$ cat src/rtl/bhc_pkg.sv
// shared types, constants and tables of the blob hue color classifier
`timescale 1ns / 1ps
`default_nettype none
package bhc_pkg;

  localparam int unsigned MaxPixels    = 65536;
  localparam int unsigned HistoryDepth = 20;
  localparam int unsigned CntW         = $clog2(MaxPixels + 1);
  localparam int unsigned HistIdxW     = (HistoryDepth > 1) ? $clog2(HistoryDepth) : 1;
  localparam int unsigned HistFillW    = $clog2(HistoryDepth + 1);
  localparam int unsigned SumW         = CntW + 8;
  localparam int unsigned TrigSumW     = CntW + 17;
  localparam int unsigned CordicSteps  = 14;
  // step index serves the cordic, scoring and vote passes
  localparam int unsigned StepW        = (CordicSteps > HistoryDepth) ? $clog2(CordicSteps)
                                                                      : $clog2(HistoryDepth);
  localparam int unsigned CordW        = TrigSumW + 2;
  localparam int unsigned ZW           = 18;
  localparam int unsigned ProtoCount   = 7;
  localparam int unsigned ProtoW       = $clog2(ProtoCount);
  localparam int unsigned ClassSlots   = 8;
  localparam int unsigned HueTurn      = 46080;
  localparam int unsigned HueHalfTurn  = 23040;
  localparam int unsigned ScoreW       = 40;
  localparam int unsigned CfgAddrW     = 1;

  localparam logic [CfgAddrW-1:0] CfgSatThr = 1'b0;
  localparam logic [CfgAddrW-1:0] CfgValThr = 1'b1;

  // controller to datapath commands
  typedef struct packed {
    logic accum;      // add the pixel at the input
    logic start_div;  // start mean division
    logic cordic_init;
    logic cordic_step;
    logic score_step;
    logic push;       // push class into history
    logic vote_step;
    logic load_out;
    logic clear;
  } bhc_cmd_t;

  // datapath to controller status
  typedef struct packed {
    logic div_done;
    logic has_pixels;
  } bhc_status_t;

  function automatic logic [14:0] quarter_sine(input logic [5:0] idx);
    logic [14:0] r;
    case (idx)
      6'd0: r = 15'd0;      6'd1: r = 15'd1144;   6'd2: r = 15'd2286;
      6'd3: r = 15'd3425;   6'd4: r = 15'd4560;   6'd5: r = 15'd5690;
      6'd6: r = 15'd6813;   6'd7: r = 15'd7927;   6'd8: r = 15'd9032;
      6'd9: r = 15'd10126;  6'd10: r = 15'd11207; 6'd11: r = 15'd12275;
      6'd12: r = 15'd13328; 6'd13: r = 15'd14364; 6'd14: r = 15'd15383;
      6'd15: r = 15'd16384; 6'd16: r = 15'd17364; 6'd17: r = 15'd18323;
      6'd18: r = 15'd19260; 6'd19: r = 15'd20173; 6'd20: r = 15'd21062;
      6'd21: r = 15'd21925; 6'd22: r = 15'd22762; 6'd23: r = 15'd23571;
      6'd24: r = 15'd24351; 6'd25: r = 15'd25101; 6'd26: r = 15'd25821;
      6'd27: r = 15'd26509; 6'd28: r = 15'd27165; 6'd29: r = 15'd27788;
      6'd30: r = 15'd28377; 6'd31: r = 15'd28932; 6'd32: r = 15'd29451;
      6'd33: r = 15'd29934; 6'd34: r = 15'd30381; 6'd35: r = 15'd30791;
      6'd36: r = 15'd31163; 6'd37: r = 15'd31498; 6'd38: r = 15'd31794;
      6'd39: r = 15'd32051; 6'd40: r = 15'd32269; 6'd41: r = 15'd32448;
      6'd42: r = 15'd32587; 6'd43: r = 15'd32687; 6'd44: r = 15'd32747;
      6'd45: r = 15'd32767;
      default: r = 15'd0;
    endcase
    return r;
  endfunction

  function automatic logic [12:0] cordic_angle(input logic [StepW-1:0] i);
    logic [12:0] r;
    case (i)
      4'd0: r = 13'd5760; 4'd1: r = 13'd3400; 4'd2: r = 13'd1797; 4'd3: r = 13'd912;
      4'd4: r = 13'd458;  4'd5: r = 13'd229;  4'd6: r = 13'd115;  4'd7: r = 13'd57;
      4'd8: r = 13'd29;   4'd9: r = 13'd14;   4'd10: r = 13'd7;   4'd11: r = 13'd4;
      4'd12: r = 13'd2;   4'd13: r = 13'd1;
      default: r = 13'd0;
    endcase
    return r;
  endfunction

  function automatic logic [15:0] proto_hue(input logic [ProtoW-1:0] i);
    logic [15:0] r;
    case (i)
      3'd1: r = 16'd25600; 3'd2: r = 16'd32000; 3'd3: r = 16'd15360;
      3'd4: r = 16'd7680;  3'd6: r = 16'd46080;
      default: r = 16'd0;
    endcase
    return r;
  endfunction

  function automatic logic [2:0] proto_class(input logic [ProtoW-1:0] i);
    logic [2:0] r;
    case (i)
      3'd1, 3'd2: r = 3'd1;
      3'd3: r = 3'd2;
      3'd4: r = 3'd3;
      3'd5, 3'd6: r = 3'd4;
      default: r = 3'd0;
    endcase
    return r;
  endfunction

endpackage
`default_nettype wire

$ cat src/rtl/bhc_controller.sv
// sequencer for accumulation and end-of-region classification
`timescale 1ns / 1ps
`default_nettype none
module bhc_controller (
  input  wire logic                  clk_i,
  input  wire logic                  rst_ni,
  input  wire logic                  in_valid_i,
  input  wire logic                  in_last_i,
  output logic                       in_ready_o,
  output logic                       out_valid_o,
  input  wire logic                  out_ready_i,
  input  wire bhc_pkg::bhc_status_t  status_i,
  output bhc_pkg::bhc_cmd_t          cmd_o,
  output logic [bhc_pkg::StepW-1:0]  step_o
);
  import bhc_pkg::*;

  typedef enum logic [3:0] {
    ST_ACC, ST_START, ST_DIV, ST_CINIT, ST_CORDIC, ST_SCORE, ST_VOTE, ST_LOAD, ST_OUT
  } state_e;

  localparam int unsigned VoteW = $clog2(HistoryDepth + 1);

  state_e          state_q;
  logic [StepW-1:0] step_q;
  logic [VoteW-1:0] vcnt_q;
  logic            fire;

  assign in_ready_o  = (state_q == ST_ACC) || (state_q == ST_OUT && out_ready_i);
  assign out_valid_o = (state_q == ST_OUT);
  assign fire        = in_valid_i && in_ready_o;

  // the vote counter replaces the step counter on step_o in the vote pass
  assign step_o = (state_q == ST_VOTE) ? StepW'(vcnt_q) : step_q;

  // dividers start once the last pixel is in the sums
  always_comb begin
    cmd_o             = '0;
    cmd_o.accum       = fire;
    cmd_o.start_div   = (state_q == ST_START);
    cmd_o.cordic_init = (state_q == ST_CINIT);
    cmd_o.cordic_step = (state_q == ST_CORDIC);
    cmd_o.score_step  = (state_q == ST_SCORE);
    cmd_o.push        = (state_q == ST_SCORE) && (step_q == StepW'(ProtoCount - 1));
    cmd_o.vote_step   = (state_q == ST_VOTE);
    cmd_o.load_out    = (state_q == ST_LOAD);
    cmd_o.clear       = (state_q == ST_LOAD);
  end

  always_ff @(posedge clk_i or negedge rst_ni) begin
    if (!rst_ni) begin
      state_q <= ST_ACC;
      step_q  <= '0;
      vcnt_q  <= '0;
    end else begin
      case (state_q)
        ST_ACC, ST_OUT: begin
          if (state_q == ST_OUT && out_ready_i) state_q <= ST_ACC;
          if (fire && in_last_i) state_q <= ST_START;
        end
        ST_START: state_q <= ST_DIV;
        ST_DIV:   if (status_i.div_done) state_q <= ST_CINIT;
        ST_CINIT: begin
          step_q  <= '0;
          state_q <= ST_CORDIC;
        end
        ST_CORDIC: begin
          if (step_q == StepW'(CordicSteps - 1)) begin
            step_q  <= '0;
            state_q <= ST_SCORE;
          end else step_q <= step_q + 1'b1;
        end
        ST_SCORE: begin
          if (step_q == StepW'(ProtoCount - 1)) begin
            vcnt_q  <= '0;
            state_q <= ST_VOTE;
          end else step_q <= step_q + 1'b1;
        end
        ST_VOTE: begin
          if (vcnt_q == VoteW'(HistoryDepth - 1)) state_q <= ST_LOAD;
          else vcnt_q <= vcnt_q + 1'b1;
        end
        ST_LOAD: state_q <= ST_OUT;
        default: state_q <= ST_ACC;
      endcase
    end
  end

  // result holds until taken
  a_out_hold: assert property (@(posedge clk_i) disable iff (!rst_ni)
    out_valid_o && !out_ready_i |=> out_valid_o)
    else $error("result dropped while stalled");
  // no pixel taken while classifying
  a_no_accept_busy: assert property (@(posedge clk_i) disable iff (!rst_ni)
    (state_q != ST_ACC && state_q != ST_OUT) |-> !in_ready_o)
    else $error("pixel accepted during classification");
  // a last pixel always starts the division
  a_last_div: assert property (@(posedge clk_i) disable iff (!rst_ni)
    fire && in_last_i |=> state_q == ST_START)
    else $error("last pixel did not start classification");

endmodule
`default_nettype wire
$ cat config.mk
export PLATFORM = sky130hd
export DESIGN_NAME = bhc_controller
export DESIGN_NICKNAME = d
export VERILOG_FILES = /design/src/rtl/bhc_pkg.sv /design/src/rtl/bhc_controller.sv
export SDC_FILE = /design/constraint.sdc
export NUM_CORES = 1
export LEC_CHECK = 0
export BUFFER_PORTS_ARGS = -buffer_cell sky130_fd_sc_hd__buf_2
export CELL_PAD_IN_SITES_DETAIL_PLACEMENT = 1
export CELL_PAD_IN_SITES_GLOBAL_PLACEMENT = 2
export CORE_ASPECT_RATIO = 1.75
export CORE_MARGIN = 2
export CORE_UTILIZATION = 28
export DETAILED_ROUTE_END_ITERATION = 7
export PLACE_DENSITY_LB_ADDON = 0.1
export SLEW_MARGIN = 25
export SYNTH_ARGS = -nofsm -noshare
export SYNTH_HDL_FRONTEND = slang
export SYNTH_SLANG_ARGS = --single-unit
$ cat constraint.sdc
create_clock -name clk_i -period 1.6 [get_ports clk_i]
set_input_delay 0.16 -clock clk_i [delete_from_list [all_inputs] [get_ports clk_i]]
set_output_delay 0.16 -clock clk_i [all_outputs]
set_load 0.05 [all_outputs]
==> key figures <==
Power and ir drop
  • Part of the power in combinational logic: 72.1%
  • Flop pwr share: 18.4%
  • Sw frac: 45.6%
  • Clock network fraction of design power: 9.6%
  • Maximum vdd drop: just over 900 µV
  • Cell Int Power: 0.00199 W
  • P_sw: 0.00166 W
  • Pwr dens: 2090 nW/µm²
  • P_leak: 0.804 nW
  • Total power: 0.00365 W

Routing
  • Final wirelength: 3190 µm
  • Via count: 1005
  • Vias/cell: 4.81
  • First-iteration detailed-routing DRC count: 3
  • Drt drc: 0
  • Detailed-route wire length per cell: 15.3 µm
  • First drt pass iteration count: 4
  • Routed Antenna Nets: 0

Critical path
  • Reg-to-Reg Start: state_q[3]$_DFFE_PN0P_
  • Register-to-register setup slack: -0.06 ns
  • Reg2reg end: step_q[2]$_DFFE_PN0P_
  • CP Cell Sequence: and4bb_4 -> mux2_4 -> buf_6
  • CP Capture Type: primary output
  • Slowest stage delay, CP: around 0.45 ns
  • Critical Path AT: 1.59 ns
  • Slowest CP cell: dfrtp_2
  • WS Path Type: reg -> out
  • Critical path required time: 1.44 ns
  • Crit path max fanout: 7
  • R2R depth: 7
  • Top delay family on crit path: flip-flops
  • Buf+Inv Stages, Crit Path: 1
  • Startpoint Class: flip-flop

Layout
  • N_diodes: 0
  • Fill count: 384
  • Area growth from synthesis to layout: 81.9%
  • Most common cell after layout, fill and taps aside: buf_4
  • Most frequent cells in the layout: buf_4 (34), buf_6 (15), dfrtp_1 (10)
  • Nets: 176
  • Ratio of cells with drive above 1 in the final layout: a little under 60%

Die
  • Width of the die: about 48 µm
  • Die ar.: 3930 µm²
  • Core Region: approximately 3300 µm²
  • Starting Density: 28.9%
  • Die Y: 81.5 µm
  • Row count: 28
  • Ports: 23

Clock tree
  • Skew-Pair Late Insertion Delay: approximately 0.24 ns
  • CTS max path bufs: 2
  • Clock slew at reported path FFs: around 0.060 ns
  • Total clock buffers created by CTS: 3
  • Clock sink total: 14
  • CTS tree: yes
  • # H-tree levels: 1
  • Root buffer cell: clkbuf_8

Placement
  • Dpl hpwl: 2230 µm
  • Port Buf Inserts: 21
  • RePlAce Congestion: between 0.7 and 0.8

Outcome
  • Failing checks: setup timing
  • Status: complete, but fails checks

Timing
  • Final Hold Fails: 0
  • Worst Hold Margin: 0.361 ns
  • Slew @ Worst Pin: 0.357 ns
  • RSZ-0062 raised after global routing: yes
  • Final Slew Violations: 0
  • Tmin final: 1.75 ns
  • Fin Clk Skew: approximately 0.0037 ns
  • Setup violators final: 16
  • Fmax: about 570 MHz
  • Slew Limit Headroom: between 70% and 80%
  • Tcrit/Tclk final: 109%
  • PnR worst setup slack: -0.148 ns

Synthesis
  • Average size of a mapped cell: 9.15 µm²
  • Mapped Area: 961 µm²
  • Syn_nets: roughly 120
  • Largest area contributor in the netlist: dfrtp_1
  • Cells after Synth: approximately 110
  • Syn. warnings: 0
  • Synth unique cells: 36
  • Synthesized flop and latch total: 14
  • Post-synth top area share: 36.5%
  • Largest cells by area after synthesis: dfrtp_1 (36%), ha_1 (5.2%), o21ai_0 (4.7%)
  • Register area share after synthesis: a little over a third

GRT
  • Global-route wire length before repair: 4840 µm
  • Antenna violations before repair: 0
  • Tot GR Track Use: between 10% and 20%
  • GRT overflow: 0
  • Largest net degree at the start of global routing: 15
  • Vias in the first global route: 1066

Worst hold path
  • Hold crit path type: in -> async

Job
  • Max-capacitance violation count: 0
metal layers:
| metal | global-route usage, % | vias up | routed length, µm |
|---|---|---|---|
| met1 | 18.4 | 486 | 1130 |
| met2 | 32.1 | 23 | 1940 |
| met4 | 7.57 | 0 | 57 |
| li1 | - | 492 | - |
| met5 | 0 | - | 0 |
| met3 | 1.32 | 4 | 64 |
synthesized netlist by cell type:
library cell,n
dfrtp_1,14
nand2_1,9
o21ai_0,9
nor2_1,8
a21oi_1,7
inv_1,5
ha_1,4
nand3_1,4
xor2_1,4
buf_4,3
mux2_2,3
nand2b_1,3
o211ai_1,3
and2_1,2
nand3b_1,2
nand4_1,2
nand4bb_1,2
nor2b_1,2
nor3_1,2
a211oi_2,1
a21boi_1,1
a21o_1,1
and4b_1,1
and4bb_1,1
and4bb_2,1
buf_2,1
buf_6,1
clkbuf_1,1
nor3_2,1
nor3b_1,1
nor4b_4,1
o21ai_1,1
o41ai_1,1
or3_1,1
or3b_1,1
or4_1,1
worst max-delay path by stage:
| stage | end | cells after the start | from | slack (ns) |
|---|---|---|---|---|
| after floorplan | step_q[3]$_DFFE_PN0P_ | 5 | state_q[1]$_DFFE_PN0P_ | -0.29 |
| after global placement | state_q[3]$_DFFE_PN0P_ | 5 | state_q[3]$_DFFE_PN0P_ | -0.04 |
| after detailed placement | step_q[3]$_DFFE_PN0P_ | 7 | step_q[0]$_DFFE_PN0P_ | -0.06 |
| after CTS | step_o[2] | 3 | state_q[3]$_DFFE_PN0P_ | -0.14 |
| after global routing | step_o[3] | 3 | state_q[3]$_DFFE_PN0P_ | -0.19 |
| final | step_o[3] | 3 | state_q[3]$_DFFE_PN0P_ | -0.15 |
repair_timing:
item / in CTS / in global routing
setup endpoints to repair: 21 / 25
cloned: 0 / 0
endpoints found under the hold margin: 14 / 0
resized for setup: 45 / 23
hold buffers: 1 / 0
pin swaps: 3 / 9
setup buffers: 7 / 7
power by group through the flow:
stage	logic, W	registers (W)	clock network [W]
floorplan	0.00130	0.000622	0
global placement	0.00188	0.000668	0
detailed placement	0.00192	0.000667	0
CTS	0.00234	0.000674	0.000358
global route	0.00282	0.000693	0.000376
finish	0.00263	0.000671	0.000349
worst reg2reg max path, delay by kind of cell, from the launching register on:
| kind | cells | cell delay, ns |
|---|---|---|
| AO/OA/AOI/OAI | 3 | 0.34 |
| AND/OR/NAND/NOR | 1 | 0.28 |
| flip-flops | 1 | 0.45 |
| buffers and inverters | 3 | 0.46 |
cell families (layout without fill, tap and decap cells):
group | count (synthesis) | in the layout | synth area share, %
AND/OR/NAND/NOR | 45 | 45 | 29.8
AO/OA/AOI/OAI | 24 | 24 | 15.0
flip-flops | 14 | 14 | 36.5
buffers and inverters | 11 | 70 | 6.38
adder cells (fa/ha/maj) | 4 | 4 | 5.21
XOR/XNOR | 4 | 4 | 3.65
multiplexers | 3 | 3 | 3.52
flip-flops by register name, indices dropped and copies added (netlist names):
register,cells
state_q,4
vcnt_q,5
step_q,5
through the flow:
stage	cells	util [%]	cell area [µm²]	setup TNS [ns]	setup slack, ns
2_1_floorplan	105	-	1020	-1.63	-0.289
3_3_place_gp	191	39.9	1330	-0.110	-0.0382
3_5_place_dp	191	39.9	1330	-0.191	-0.0571
4_1_cts	203	48.6	1620	-1.14	-0.145
5_1_grt	209	52.5	1750	-2.16	-0.187
6_report	209	52.5	1750	-1.14	-0.148
layout make-up:
class,instances,area (µm²),share of cell area (%)
clock buffer,4,55.1,3.15
inverter,5,18.8,1.07
multi-input combinational,80,708,40.5
sequential,14,355,20.3
tap,45,56.3,3.22
timing repair buffer,61,554,31.7
Note: power is estimated with default switching activity, not from simulation.
